===== config.mk =====
export PLATFORM = sky130hd
export DESIGN_NAME = utf8_to_utf16_decoder
export DESIGN_NICKNAME = d
export VERILOG_FILES = /design/src/rtl/u8u16_pkg.sv /design/src/rtl/u8u16_front.sv /design/src/rtl/u8u16_fifo.sv /design/src/rtl/u8u16_back.sv /design/src/rtl/utf8_to_utf16_decoder.sv
export SDC_FILE = /design/constraint.sdc
export NUM_CORES = 1
export LEC_CHECK = 0
export BUFFER_PORTS_ARGS = -buffer_cell sky130_fd_sc_hd__buf_2
export CELL_PAD_IN_SITES_DETAIL_PLACEMENT = 0
export CELL_PAD_IN_SITES_GLOBAL_PLACEMENT = 1
export CORE_MARGIN = 3
export CORE_UTILIZATION = 45
export DETAILED_ROUTE_END_ITERATION = 6
export PLACE_DENSITY_LB_ADDON = 0.12
export SLEW_MARGIN = 20
export SYNTH_ARGS = -nofsm -noshare
export SYNTH_HDL_FRONTEND = slang
export SYNTH_SLANG_ARGS = --single-unit

===== constraint.sdc =====
create_clock -name clk -period 4.7 [get_ports clk]
set_clock_uncertainty 0.1 [all_clocks]
set_input_delay 0.94 -clock clk [delete_from_list [all_inputs] [get_ports clk]]
set_output_delay 0.94 -clock clk [all_outputs]
set_load 0.005 [all_outputs]

===== src/rtl/u8u16_pkg.sv =====
// ----------------------------------------------------------------------------
// u8u16_pkg
// Shared types and constants of the UTF-8 to UTF-16 decoder: the request and
// response payloads, the queue entry between front and back, and the lead
// byte codes.
// ----------------------------------------------------------------------------
package u8u16_pkg;

	// One request transaction: a string byte and/or an end-of-string mark.
	typedef struct packed {
		logic       has_byte;
		logic [7:0] in_byte;
		logic       end_of_string;
	} in_item_t;

	// One response transaction: a code unit or an end-of-string status.
	typedef struct packed {
		logic        is_status;
		logic [15:0] code_unit;
		logic        ok;
		logic [23:0] chars_consumed;
		logic        last_of_run;
	} out_item_t;

	// Everything one request produces, handed from the front to the back.
	typedef struct packed {
		logic [1:0]  n_units;
		logic [15:0] unit0;
		logic [15:0] unit1;
		logic        has_status;
		logic        ok;
		logic [23:0] count;
	} q_entry_t;

	// Queue depth between the front and the back.
	localparam int unsigned Q_DEPTH = 4;

	// Lead byte classes, by high nibble.
	localparam logic [3:0] LEAD_FOUR  = 4'hF;
	localparam logic [3:0] LEAD_THREE = 4'hE;
	localparam logic [3:0] LEAD_TWO_D = 4'hD;
	localparam logic [3:0] LEAD_TWO_C = 4'hC;

	// Continuation counts of the sequence lengths.
	localparam logic [1:0] SEQ_TWO   = 2'd1;
	localparam logic [1:0] SEQ_THREE = 2'd2;
	localparam logic [1:0] SEQ_FOUR  = 2'd3;

	// Surrogate construction.
	localparam logic [20:0] SUPP_BASE  = 21'h10000;
	localparam logic [15:0] HIGH_SURR  = 16'hD800;
	localparam logic [15:0] LOW_SURR   = 16'hDC00;

endpackage


===== src/rtl/u8u16_front.sv =====
// ----------------------------------------------------------------------------
// u8u16_front
// Accepts one request per cycle when accept is high; decodes the UTF-8 byte
// against the running sequence state, building an entry of all its results.
// ----------------------------------------------------------------------------
module u8u16_front #(
	parameter int unsigned COUNT_WIDTH = 24
) (
	input  logic                clk,
	input  logic                arst_n,
	input  logic [23:0]         unit_limit,
	input  u8u16_pkg::in_item_t req,
	input  logic                accept,
	output logic                push,
	output u8u16_pkg::q_entry_t entry
);
	import u8u16_pkg::*;

	localparam int unsigned CMP_W = ((COUNT_WIDTH > 24) ? COUNT_WIDTH : 24) + 1;

	// Saturating counter add.
	function automatic logic [COUNT_WIDTH-1:0] sat_add(
		input logic [COUNT_WIDTH-1:0] a,
		input logic [1:0]             k
	);
		logic [COUNT_WIDTH:0] s;
		s = {1'b0, a} + (COUNT_WIDTH+1)'(k);
		return s[COUNT_WIDTH] ? '1 : s[COUNT_WIDTH-1:0];
	endfunction

	logic [1:0]             pend_q, pend_n;
	logic [1:0]             seq_q, seq_n;
	logic [20:0]            acc_q, acc_n;
	logic                   failed_q, failed_n;
	logic [COUNT_WIDTH-1:0] units_q, units_n;
	logic [COUNT_WIDTH-1:0] chars_q, chars_n;
	logic [20:0]            offset;
	logic                   limit_hit;
	logic [CMP_W-1:0]       chars_ext;

	// Surrogate limit check: the unit count plus one meets a nonzero limit.
	assign limit_hit = (unit_limit != 24'd0) &&
		((CMP_W'(units_q) + CMP_W'(1)) == CMP_W'(unit_limit));

	// Decode of the current byte and the next sequence state.
	always_comb begin
		pend_n   = pend_q;
		seq_n    = seq_q;
		acc_n    = acc_q;
		failed_n = failed_q;
		units_n  = units_q;
		chars_n  = chars_q;
		offset   = '0;
		entry    = '0;
		if (req.has_byte && !failed_q) begin
			if (pend_q != 2'd0) begin
				acc_n  = {acc_q[14:0], req.in_byte[5:0]};
				pend_n = pend_q - 2'd1;
				if (pend_q == 2'd1) begin
					offset = acc_n - SUPP_BASE;
					if (acc_n[20:16] != 5'd0) begin
						if (limit_hit) begin
							failed_n = 1'b1;
						end else begin
							entry.n_units = 2'd2;
							entry.unit0   = {5'd0, offset[20:10]} | HIGH_SURR;
							entry.unit1   = {6'd0, offset[9:0]} | LOW_SURR;
							units_n       = sat_add(units_q, 2'd2);
							chars_n       = sat_add(chars_q, (seq_q == SEQ_FOUR) ? 2'd2 : 2'd1);
						end
					end else begin
						entry.n_units = 2'd1;
						entry.unit0   = acc_n[15:0];
						units_n       = sat_add(units_q, 2'd1);
						chars_n       = sat_add(chars_q, (seq_q == SEQ_FOUR) ? 2'd2 : 2'd1);
					end
				end
			end else if (!req.in_byte[7]) begin
				entry.n_units = 2'd1;
				entry.unit0   = {8'd0, req.in_byte};
				units_n       = sat_add(units_q, 2'd1);
				chars_n       = sat_add(chars_q, 2'd1);
			end else begin
				unique case (req.in_byte[7:4])
					LEAD_FOUR: begin
						seq_n  = SEQ_FOUR;
						acc_n  = {18'd0, req.in_byte[2:0]};
						pend_n = SEQ_FOUR;
					end
					LEAD_THREE: begin
						seq_n  = SEQ_THREE;
						acc_n  = {17'd0, req.in_byte[3:0]};
						pend_n = SEQ_THREE;
					end
					LEAD_TWO_D, LEAD_TWO_C: begin
						seq_n  = SEQ_TWO;
						acc_n  = {16'd0, req.in_byte[4:0]};
						pend_n = SEQ_TWO;
					end
					default: begin
						failed_n = 1'b1;
					end
				endcase
			end
		end
		chars_ext = CMP_W'(chars_n);
		// End of string: report status and start the next string clean.
		if (req.end_of_string) begin
			entry.has_status = 1'b1;
			entry.ok         = !failed_n && (pend_n == 2'd0);
			entry.count      = chars_ext[23:0];
			pend_n   = '0;
			seq_n    = '0;
			acc_n    = '0;
			failed_n = 1'b0;
			units_n  = '0;
			chars_n  = '0;
		end
		push = accept && ((entry.n_units != 2'd0) || entry.has_status);
	end

	// Sequence state registers.
	always_ff @(posedge clk or negedge arst_n) begin
		if (!arst_n) begin
			pend_q   <= '0;
			seq_q    <= '0;
			acc_q    <= '0;
			failed_q <= 1'b0;
			units_q  <= '0;
			chars_q  <= '0;
		end else if (accept) begin
			pend_q   <= pend_n;
			seq_q    <= seq_n;
			acc_q    <= acc_n;
			failed_q <= failed_n;
			units_q  <= units_n;
			chars_q  <= chars_n;
		end
	end

`ifndef SYNTH
	// A status entry always leaves the sequence state cleared.
	a_status_clears: assert property (@(posedge clk) disable iff (!arst_n)
		(push && entry.has_status) |=> (pend_q == 2'd0 && units_q == '0 && !failed_q))
		else $error("state not cleared after status");
	// A surrogate pair is never queued when the limit is hit.
	a_limit_blocks_pair: assert property (@(posedge clk) disable iff (!arst_n)
		(push && entry.n_units == 2'd2) |-> !limit_hit)
		else $error("surrogate pair emitted at unit limit");
`endif

endmodule


===== src/rtl/u8u16_fifo.sv =====
// ----------------------------------------------------------------------------
// u8u16_fifo
// Short register queue that decouples the decoding front from the result
// sequencing back.
// ----------------------------------------------------------------------------
module u8u16_fifo (
	input  logic                clk,
	input  logic                arst_n,
	input  logic                push,
	input  u8u16_pkg::q_entry_t push_data,
	input  logic                pop,
	output logic                full,
	output logic                head_valid,
	output u8u16_pkg::q_entry_t head
);
	import u8u16_pkg::*;

	localparam int unsigned PTR_W = $clog2(Q_DEPTH);
	localparam int unsigned CNT_W = $clog2(Q_DEPTH + 1);

	q_entry_t         data_q [Q_DEPTH];
	logic [PTR_W-1:0] wr_ptr_q;
	logic [PTR_W-1:0] rd_ptr_q;
	logic [CNT_W-1:0] count_q;

	assign full       = (count_q == CNT_W'(Q_DEPTH));
	assign head_valid = (count_q != '0);
	assign head       = data_q[rd_ptr_q];

	// Entry storage.
	always_ff @(posedge clk) begin
		if (push) begin
			data_q[wr_ptr_q] <= push_data;
		end
	end

	// Pointers and fill level.
	always_ff @(posedge clk or negedge arst_n) begin
		if (!arst_n) begin
			wr_ptr_q <= '0;
			rd_ptr_q <= '0;
			count_q  <= '0;
		end else begin
			if (push) begin
				wr_ptr_q <= (wr_ptr_q == PTR_W'(Q_DEPTH - 1)) ? '0 : wr_ptr_q + 1'b1;
			end
			if (pop) begin
				rd_ptr_q <= (rd_ptr_q == PTR_W'(Q_DEPTH - 1)) ? '0 : rd_ptr_q + 1'b1;
			end
			if (push && !pop) begin
				count_q <= count_q + 1'b1;
			end else if (pop && !push) begin
				count_q <= count_q - 1'b1;
			end
		end
	end

`ifndef SYNTH
	a_no_overflow: assert property (@(posedge clk) disable iff (!arst_n)
		push |-> (!full || pop))
		else $error("queue overflow");
	a_no_underflow: assert property (@(posedge clk) disable iff (!arst_n)
		pop |-> head_valid)
		else $error("queue underflow");
`endif

endmodule


===== src/rtl/u8u16_back.sv =====
// ----------------------------------------------------------------------------
// u8u16_back
// Walks the results of the queue head one response transaction per cycle while
// rsp_ready is high and marks the last result caused by each request.
// ----------------------------------------------------------------------------
module u8u16_back (
	input  logic                 clk,
	input  logic                 arst_n,
	input  logic                 head_valid,
	input  u8u16_pkg::q_entry_t  head,
	output logic                 pop,
	output logic                 rsp_valid,
	input  logic                 rsp_ready,
	output u8u16_pkg::out_item_t rsp
);
	import u8u16_pkg::*;

	logic [1:0] idx_q;
	logic [1:0] total;
	logic       is_last;

	assign total     = head.n_units + {1'b0, head.has_status};
	assign is_last   = (idx_q == total - 2'd1);
	assign rsp_valid = head_valid;
	assign pop       = rsp_valid && rsp_ready && is_last;

	// Select the current result of the head entry.
	always_comb begin
		rsp             = '0;
		rsp.last_of_run = is_last;
		if (idx_q < head.n_units) begin
			rsp.code_unit = (idx_q == 2'd0) ? head.unit0 : head.unit1;
		end else begin
			rsp.is_status      = 1'b1;
			rsp.ok             = head.ok;
			rsp.chars_consumed = head.count;
		end
	end

	// Result index within the head entry.
	always_ff @(posedge clk or negedge arst_n) begin
		if (!arst_n) begin
			idx_q <= '0;
		end else if (rsp_valid && rsp_ready) begin
			idx_q <= is_last ? 2'd0 : idx_q + 2'd1;
		end
	end

`ifndef SYNTH
	a_idx_in_range: assert property (@(posedge clk) disable iff (!arst_n)
		rsp_valid |-> (idx_q < total))
		else $error("result index beyond entry");
`endif

endmodule


===== src/rtl/utf8_to_utf16_decoder.sv =====
// ----------------------------------------------------------------------------
// utf8_to_utf16_decoder
// The first result of a request is offered from the registered queue entry.
// Accepts one byte per cycle while the queue is not full; results drain one per
// cycle while rsp_ready is high, a surrogate pair as two results, a status as one.
// A four-entry queue between decoder and result sequencer absorbs the bursts.
// Reset clears the sequence state, the queue and unit_limit at once.
// ----------------------------------------------------------------------------
module utf8_to_utf16_decoder #(
	parameter int unsigned COUNT_WIDTH = 24
) (
	input  logic                 clk,
	input  logic                 arst_n,
	input  logic                 req_valid,
	output logic                 req_ready,
	input  u8u16_pkg::in_item_t  req,
	output logic                 rsp_valid,
	input  logic                 rsp_ready,
	output u8u16_pkg::out_item_t rsp,
	input  logic                 cfg_valid,
	output logic                 cfg_ready,
	input  logic [23:0]          cfg_data
);
	import u8u16_pkg::*;

	logic [23:0] unit_limit_q;
	logic        accept;
	logic        push;
	logic        full;
	logic        pop;
	logic        head_valid;
	q_entry_t    push_data;
	q_entry_t    head;

	assign cfg_ready = 1'b1;
	assign req_ready = !full;
	assign accept    = req_valid && req_ready;

	// Unit limit register.
	always_ff @(posedge clk or negedge arst_n) begin
		if (!arst_n) begin
			unit_limit_q <= '0;
		end else if (cfg_valid && cfg_ready) begin
			unit_limit_q <= cfg_data;
		end
	end

	u8u16_front #(
		.COUNT_WIDTH(COUNT_WIDTH)
	) u_front (
		.clk       (clk),
		.arst_n    (arst_n),
		.unit_limit(unit_limit_q),
		.req       (req),
		.accept    (accept),
		.push      (push),
		.entry     (push_data)
	);

	u8u16_fifo u_fifo (
		.clk       (clk),
		.arst_n    (arst_n),
		.push      (push),
		.push_data (push_data),
		.pop       (pop),
		.full      (full),
		.head_valid(head_valid),
		.head      (head)
	);

	u8u16_back u_back (
		.clk       (clk),
		.arst_n    (arst_n),
		.head_valid(head_valid),
		.head      (head),
		.pop       (pop),
		.rsp_valid (rsp_valid),
		.rsp_ready (rsp_ready),
		.rsp       (rsp)
	);

endmodule


-- Yosys cells after proc, flatten, opt, wreduce, memory -nomap -nowiden
Memory sizes are Yosys's and may differ from the RTL's.
Index checks and enable logic that the tools add are counted.
W data, S select, Z words.
- word-level logic and storage cells: 136
- input bits: 39
- RAM bits: 240
- memories kept: 1
- output and inout port bits: 46
- register bits: 101
- muxes and demuxes: 62
- magnitude comparators: 1
- equality and inequality tests: 15
- reductions and logical operators: 33
- add/sub/neg operators: 13
- memory list (name ; words ; width ; read ports ; clocked after Yosys merged registers in ; write ports ; line ; RTL):
    u_fifo.data_q ; 4 ; 60 ; 1 ; 0 ; 1 ; u8u16_fifo.sv:21 ; q_entry_t data_q [Q_DEPTH];
- operator list (operator ; number):
    $mux W24 ; 18
    $mux W34 ; 3
    $mux W16 ; 4
    $mux W15 ; 4
    $add A24 B1 Y25 const B ; 2
    $pmux W15 S3 ; 1
    $mux W18 ; 2
    $mux W26 ; 1
    $add A24 B2 Y25 ; 1
    $add A24 B2 Y25 const B ; 1
    $eq A25 B24 Y1 ; 1
    $mux W25 ; 1
    $mux W2 ; 12
    $reduce_bool A24 Y1 ; 1
    $sub A21 B17 Y21 const B ; 1
    $mux W17 ; 1
    $eq A4 B4 Y1 const B ; 4
    $pmux W2 S3 ; 2
    $mux W1 ; 11
    $reduce_and A5 Y1 ; 2
    $reduce_bool A2 Y1 ; 5
    $reduce_bool A5 Y1 ; 2
    $logic_and A1 B1 Y1 ; 9
    $add A2 B1 Y2 const B ; 3
    22 further kinds ; 32

-- Depth between registers and ports, before layout
Gate-level depths: netlist (run 1).
- depth in word-level cells: 17
- gate-level depth with buffers: 20
- depth with buffers taken out: 16

-- By module
Synthesis (run 1) repeated with hierarchy kept, for this count alone.
- cell total of the unflattened synthesis: 1453
- area, all modules: 17703.2 um^2
- by module, submodules not included (module ; instances ; area each (um^2) ; cells each):
    u8u16_fifo ; 1 ; 9143.8 ; 351
    u8u16_front ; 1 ; 6901.6 ; 959
    utf8_to_utf16_decoder ; 1 ; 1018.5 ; 55
    u8u16_back ; 1 ; 639.4 ; 88

-- Least setup slack after synthesis (run 1)
Ideal clock, no wire load.
- kind: register to register
- start: reg u_front.units_q[1]
- end: mem u_fifo.data_q[0][0] (netlist name) (enable)
- setup slack: -0.090 ns
- arrival: 4.272 ns
- stages on the path, launching flop included: 14
- cells stage by stage: dfrtp_1 ha_1 buf_2 inv_2 or4_1 buf_2 buf_6 nor3_1 xor2_1 o2111ai_1 nor4_2 o211ai_1 clkbuf_1 and3_1
- cells in the longest elaborated chain, start to end: 13
- ends and longest elaborated chain (item ; line ; RTL):
    start, declared ; u8u16_front.sv:35 ; logic [COUNT_WIDTH-1:0] units_q, units_n;
    start signal, assigned ; u8u16_front.sv:136 ; units_q <= units_n;
    $add A24 B1 Y25 ; u8u16_front.sv:43 ; ((CMP_W'(units_q) + CMP_W'(1)) == CMP_W'(unit_limit));
    $eq A25 B24 Y1 ; u8u16_front.sv:43 ;
    $logic_and A1 B1 Y1 ; u8u16_front.sv:42 ; assign limit_hit = (unit_limit != 24'd0) &&
    $mux W34 ; u8u16_front.sv:62 ; if (limit_hit) begin
    $mux W18 ; u8u16_front.sv:61 ; if (acc_n[20:16] != 5'd0) begin
    $mux W34 ; u8u16_front.sv:59 ; if (pend_q == 2'd1) begin
    $mux W18 ; u8u16_front.sv:56 ; if (pend_q != 2'd0) begin
    $mux W34 ; u8u16_front.sv:55 ; if (req.has_byte && !failed_q) begin
    $reduce_bool A2 Y1 ; u8u16_front.sv:119 ; push = accept && ((entry.n_units != 2'd0) || entry.has_status);
    $logic_or A1 B1 Y1 ; u8u16_front.sv:119 ;
    $logic_and A1 B1 Y1 ; u8u16_front.sv:119 ;
    $mux W1 ; u8u16_fifo.sv:32 ; if (push) begin
    $mux W1 (implied by the code) ; u8u16_fifo.sv:33 ; data_q[wr_ptr_q] <= push_data;
    end, declared ; u8u16_fifo.sv:21 ;
No other way between the ends.

==> impl_metrics.py, run 1 <==
metrics = {
    "run_status": {
        "outcome": "completed",
    },
    "sta": {
        "whs_ns": 0.350,
        "finalSetupViolCount": 0,
        "clock.fmax_mhz": 227,
        "report.final.hold_viol_count": 0,
        "slew_violations": 0,
        "post-route-period-util": 0.936,
        "fin_crit_ns": 4.40,
        "finalSetupTns_ns": 0,
        "slew_headroom": 0.203,
        "worstMarginPinSlew_ns": 1.19,
    },
    "drt": {
        "via_per_inst": 6.17,
        "drtPass1Iterations": 5,
        "vias": 12510,
        "drtIter0Drc": 1323,
        "drc_errors": 0,
        "wl_um": 47500,
        "wl_per_cell_um": 23.4,
        "final_antenna_net_count": 0,
    },
    "yosys": {
        "synth-edff-count": 216,
        "syn_avg_cell_area_um2": 11.3,
        "synthMuxAreaShare": 0.0995,
        "synth_top_cell_area_share": 0.391,
        "synth_area_leader_cell": "edfxtp_1",
        "synth_top_family_by_area": "simple AND/OR/NAND/NOR gates",
        "synthAdderAreaFrac": 0.0137,
        "synthSimpleGateAreaFrac": 0.146,
        "ys_warn_count": 0,
        "synth-xor-area-share": 0.0169,
        "async_flop_share": 0.319,
        "synth_cells": 1465,
        "synth-seq-area-share": 0.543,
        "netlist_area_mm2": 0.0166,
        "synthTopCellsByArea": "edfxtp_1 39%, dfrtp_1 15%, mux4_2 7.3%",
        "yosys_register_bits": 317,
        "synth.distinct_cells": 85,
        "synth_fp_nets": 1521,
        "synth-main-ff-cell": "edfxtp_1",
        "synth_compound_area_frac": 0.144,
    },
    "floorplan": {
        "die-area_mm2": 0.0392,
        "boundaryPins": 85,
        "core_area_mm2": 0.0360,
        "die_width_um": 198,
        "die_y_um": 198,
        "fp-row-count": 69,
        "initial_utilization": 0.461,
    },
    "critical_path": {
        "cp_data_arrival_time_ns": 4.60,
        "cp-end-kind": "register",
        "r2r_slack_ns": 0.30,
        "regToRegStartpoint": "u_front.units_q[2]",
        "crit_type": "register to register",
        "crit_start": "u_front.units_q[2]",
        "start_kind": "register",
        "timing.rr.end": "u_fifo.data_q[2][14]",
        "cp-endpoint": "u_fifo.data_q[2][14]",
        "reg2reg_depth": 11,
        "path_max_fanout": 15,
        "required_ns": 4.90,
    },
    "power": {
        "ir_drop_mv": 0.288,
        "totalPowerFinal_uw": 10000,
        "powerDensity_mw_per_mm2": 533,
        "p_leak_uw": 0.00676,
    },
    "final_layout": {
        "nets": 1598,
        "drive_gt1_frac": 0.198,
        "final_cells": 2029,
        "n_fill_cell": 3188,
        "diodes": 0,
        "final_cell_area_mm2": 0.0188,
        "areaGrowthSynthToFinish_pct": 13.0,
    },
    "placed_design": {
        "place_hpwl_um": 31500,
        "port_buffers": 83,
        "gp_congestion": 0.935,
        "dp.cells": 1966,
        "post_dp_cell_area_mm2": 0.0177,
    },
    "cts": {
        "path_clk_slew_ns": 0.06,
        "clockBufferDepth": 3,
        "postCtsSetupBuffers": 0,
        "ctsResizeCount": 0,
        "holdBufCountCts": 0,
        "cts_root_buffer": "clkbuf_16",
        "cts_htree_levels": 2,
        "clkLatencyLatePin_ns": 0.57,
        "cts.sinks": 317,
        "tritoncts": "yes",
        "numCtsBuffers": 35,
    },
    "global_route": {
        "grt_overflow": 0,
        "grt_pass1_wl_um": 73200,
        "grt_usage": 0.244,
        "grt_pass1_vias": 12175,
        "grt_max_degree": 55,
        "antenna_found_initial": 1,
    },
    "job": {
        "maxCapViolCount": 0,
    },
    "hold_path": {
        "hp-class": "input pin to asynchronous set/reset pin",
    },
}
[worst min-delay path by stage]
stage                                start          endpoint  slack [ns]  depth (start not counted)
after global placement    u_front.seq_q[0]  u_front.seq_q[0]        0.37                          2
final                               arst_n   unit_limit_q[0]        0.35                          1
after global routing                arst_n   unit_limit_q[0]        0.40                          1
after CTS                           arst_n   unit_limit_q[3]        0.37                          1
after floorplan           u_front.seq_q[1]  u_front.seq_q[1]        0.35                          2
after detailed placement  u_front.seq_q[1]  u_front.seq_q[1]        0.37                          2
[critical path, cell delays in order, from the launching register on]
cell and delay [ns]:
dfrtp_1 0.49, ha_1 0.32, nand2_1 0.24, nor4_2 0.55, xnor2_1 0.22, nor2_1 0.14, or4b_2 0.67, or4_1 0.43
buf_4 0.25, a311o_1 0.29, nor3b_1 0.15, o221a_1 0.28
[layout make-up]
cell class,instances,area (um^2),share of cell area
flip-flops and latches,317,9020,0.481
multi-input cells,998,7010,0.374
repair buffers,147,927,0.0494
clock buffers,44,910,0.0485
well taps,461,577,0.0308
inverters,43,161,0.00861
clock inverters,19,153,0.00814
[report_power, final]
part	internal [uW]	switching, uW	total, uW
sequential	3510	462	3970
combinational	1540	1930	3470
clock	1440	1120	2570
[registers in the layout, indices dropped and copies added, names as in the netlist]
register / flops
u_fifo.data_q: 216
u_front.chars_q: 24
u_front.units_q: 24
u_front.acc_q: 15
u_front.seq_q: 2
u_front.failed_q: 1
u_fifo.rd_ptr_q: 2
u_front.pend_q: 2
u_fifo.wr_ptr_q: 2
u_back.idx_q: 2
u_fifo.count_q: 3
unit_limit_q: 24
[synthesized netlist by cell type (5+ instances only)]
master / number
edfxtp_1: 216
nand2_1: 134
o21ai_0: 111
nor2_1: 107
dfrtp_1: 101
a21oi_1: 90
clkbuf_1: 74
mux4_2: 54
and2_1: 41
inv_1: 40
nand3_1: 35
a31oi_1: 33
nor3_1: 31
mux2_2: 28
nand4_1: 26
and3_1: 22
xnor2_1: 21
nor4_1: 18
ha_1: 15
o211ai_1: 15
a22o_1: 14
buf_2: 14
buf_1: 13
mux2i_1: 12
or3_1: 12
xor2_1: 11
o21ai_1: 9
o31ai_1: 9
a211oi_1: 7
a22oi_1: 7
or2_2: 7
or4_1: 7
a32o_1: 6
o41ai_1: 6
a211o_1: 5
nor2b_1: 5
o221ai_1: 5
[layer usage]
layer,track usage,vias up,part of all wire
met1,0.361,6185,0.46
li1,-,5741,-
met4,0.0731,0,0.021
met3,0.0407,65,0.072
met2,0.374,519,0.45
met5,0,-,0
[placed cells by master (no fill, tap or decap), drive strengths merged, types with 15 or more instances in the layout]
| cell | n |
|---|---|
| clkbuf | 44 |
| and3 | 22 |
| a31oi | 33 |
| a21oi | 90 |
| buf | 147 |
| nand2 | 134 |
| edfxtp | 216 |
| mux4 | 54 |
| nor4 | 22 |
| mux2 | 28 |
| nor3 | 31 |
| nand4 | 28 |
| o21ai | 120 |
| clkinv | 17 |
| nor2 | 107 |
| dfrtp | 101 |
| xnor2 | 21 |
| o211ai | 15 |
| nand3 | 35 |
| and2 | 41 |
| ha | 15 |
| inv | 43 |
[cell families after synthesis]
family / Yosys count
xor gates and xnor gates: 32
other: 1
DFF: 317
buffers and inverters: 150
AOI/OAI and AO/OA: 374
adders and majority gates: 17
and+or+nand+nor: 480
muxes: 94
[metrics by stage]
| stage | setup slack [ns] | util |
|---|---|---|
| global route | -0.0143 | 0.521 |
| floorplan | 0.344 | - |
| CTS | 0.138 | 0.521 |
| global placement | 0.268 | 0.491 |
| detailed placement | 0.170 | 0.491 |
| finish | 0.301 | 0.521 |
Power figures use the tool's default switching activity.
==> inputs of run 2 (changes only) <==
--- a/config.mk
+++ b/config.mk
@@ -9,7 +9,7 @@
 export CELL_PAD_IN_SITES_DETAIL_PLACEMENT = 0
 export CELL_PAD_IN_SITES_GLOBAL_PLACEMENT = 1
 export CORE_MARGIN = 3
-export CORE_UTILIZATION = 45
+export CORE_UTILIZATION = 39
 export DETAILED_ROUTE_END_ITERATION = 6
 export PLACE_DENSITY_LB_ADDON = 0.12
 export SLEW_MARGIN = 20
==> impl_metrics.py, run 2 (same netlist as run 1, synthesis figures left out) <==
metrics = {
    "placed_design": {
        "port_buffers": 83,
        "place_hpwl_um": 32900,
        "gp_congestion": 0.908,
    },
    "sta": {
        "post-route-period-util": 0.933,
        "finalSetupViolCount": 0,
        "slew_violations": 0,
        "report.final.hold_viol_count": 0,
        "rsz0062_at_grt": "false",
        "clock.fmax_mhz": 228,
        "slew_headroom": 0.294,
        "fin_crit_ns": 4.38,
        "finalSetupTns_ns": 0,
        "worstMarginPinSlew_ns": 1.05,
    },
    "power": {
        "totalPowerFinal_uw": 10300,
        "powerDensity_mw_per_mm2": 543,
        "ir_drop_mv": 0.363,
        "p_leak_uw": 0.00684,
    },
    "floorplan": {
        "die_y_um": 212,
        "core_area_mm2": 0.0415,
        "die-area_mm2": 0.0451,
        "die_width_um": 212,
        "boundaryPins": 85,
        "fp-row-count": 74,
        "initial_utilization": 0.400,
    },
    "final_layout": {
        "multiInputGateArea_mm2": 0.00700,
        "diodes": 0,
        "final_common_cell": "edfxtp_1",
        "mostFrequentLayoutCells": "216 x edfxtp_1, 134 x nand2_1, 109 x o21ai_0, 107 x nor2_1, 99 x dfrtp_1",
        "largest_reg_flops": 216,
        "n_fill_cell": 3885,
        "areaGrowthSynthToFinish_pct": 14.5,
        "utilization": 0.458,
        "nets": 1601,
        "drive_gt1_frac": 0.204,
        "ff_latch_area_mm2": 0.00902,
        "largest-register": "u_fifo.data_q",
    },
    "critical_path": {
        "path_max_fanout": 21,
        "cp-end-kind": "register",
        "reg2reg_depth": 12,
        "crit_type": "register to register",
        "cp_data_arrival_time_ns": 4.56,
        "start_kind": "register",
        "required_ns": 4.87,
    },
    "cts": {
        "tritoncts": "yes",
        "cts_htree_levels": 2,
        "path_clk_slew_ns": 0.06,
        "cts.sinks": 317,
        "holdBufCountCts": 0,
        "clockBufferDepth": 3,
        "numCtsBuffers": 37,
        "clkLatencyLatePin_ns": 0.56,
        "cts_root_buffer": "clkbuf_16",
    },
    "hold_path": {
        "hp-class": "input pin to asynchronous set/reset pin",
    },
    "run_status": {
        "outcome": "completed",
    },
    "drt": {
        "drtPass1Iterations": 5,
        "drc_errors": 0,
        "drtIter0Drc": 1310,
        "final_antenna_net_count": 0,
        "via_per_inst": 6.01,
        "wl_per_cell_um": 23.3,
        "wl_um": 49200,
        "vias": 12661,
    },
    "global_route": {
        "grt_max_degree": 62,
        "grt_overflow": 0,
        "grt_usage": 0.222,
        "grt_pass1_wl_um": 76600,
        "antenna_found_initial": 0,
        "grt_pass1_vias": 12392,
    },
    "job": {
        "maxCapViolCount": 0,
    },
}
[run 2: cell count changes in the layout (fill, tap and decap cells not counted), moves of 2 or more]
cell | previous run | this run
clkinv_1 | 7 | 1
clkinv_4 | 0 | 2
buf_6 | 1 | 3
clkbuf_8 | 0 | 4
clkbuf_16 | 35 | 38
[run 2: repair_timing]
item / 4_1_cts / 5_1_grt
gates resized for setup: 0 / 5
endpoints found under the setup margin: 0 / 196
buffers inserted: 0 / 0
[run 2: path summary, 6_finish.rpt]
kind                                     from  slack [ns]             endpoint
setup reg to reg           u_front.units_q[2]        0.32  u_fifo.data_q[0][3]
hold reg to reg              u_front.seq_q[0]        0.39     u_front.seq_q[0]
min in group clk             u_front.seq_q[0]        0.39     u_front.seq_q[0]
max in group asynchronous              arst_n        3.21   u_front.chars_q[3]
hold / removal                         arst_n        0.39      unit_limit_q[1]
setup / recovery           u_front.units_q[2]        0.32  u_fifo.data_q[0][3]
[run 2: cell type report]
type,instances,area share
clock buffers,51,0.0547
clock inverters,16,0.00896
inverters,43,0.00849
multi-input cells,998,0.369
flip-flops and latches,317,0.475
well taps,532,0.0350
repair buffers,148,0.0496
[run 2: where the power goes]
part           leakage (uW)  switching [uW]  internal [uW]
logic               0.00294            1920           1550
registers           0.00330             502           3510
clock network      0.000597            1170           1680
total               0.00684            3590           6730
[run 2: worst max-delay path, cell delays in order, from the launching register on]
cell and delay, ns:
dfrtp_1 0.52, ha_1 0.33, nand2_1 0.24, nor4_2 0.35, buf_4 0.20, xnor2_1 0.16, nor2_1 0.10, or4b_2 0.67
nor4_4 0.38, buf_12 0.24, nor3_1 0.08, or2_2 0.28, a31oi_1 0.44
[run 2: metrics by stage]
| step | setup WS (ns) | hold slack, ns | area (um^2) | cells |
|---|---|---|---|---|
| 6_report | 0.315 | 0.386 | 19000 | 2105 |
| 2_1_floorplan | 0.344 | 0.349 | 16600 | 1465 |
| 5_1_grt | 0.0605 | 0.431 | 19000 | 2105 |
| 4_1_cts | 0.242 | 0.388 | 19000 | 2105 |
| 3_3_place_gp | 0.356 | 0.370 | 17800 | 2038 |
| 3_5_place_dp | 0.268 | 0.375 | 17800 | 2038 |
[run 2: layer usage]
layer  vias to the layer above  track usage  wire (um)
li1                       5771            -          -
met3                        74       0.0415       3400
met2                       492        0.338      21800
met4                         0       0.0555       1050
met1                      6324        0.331      22900
met5                         -            0          0
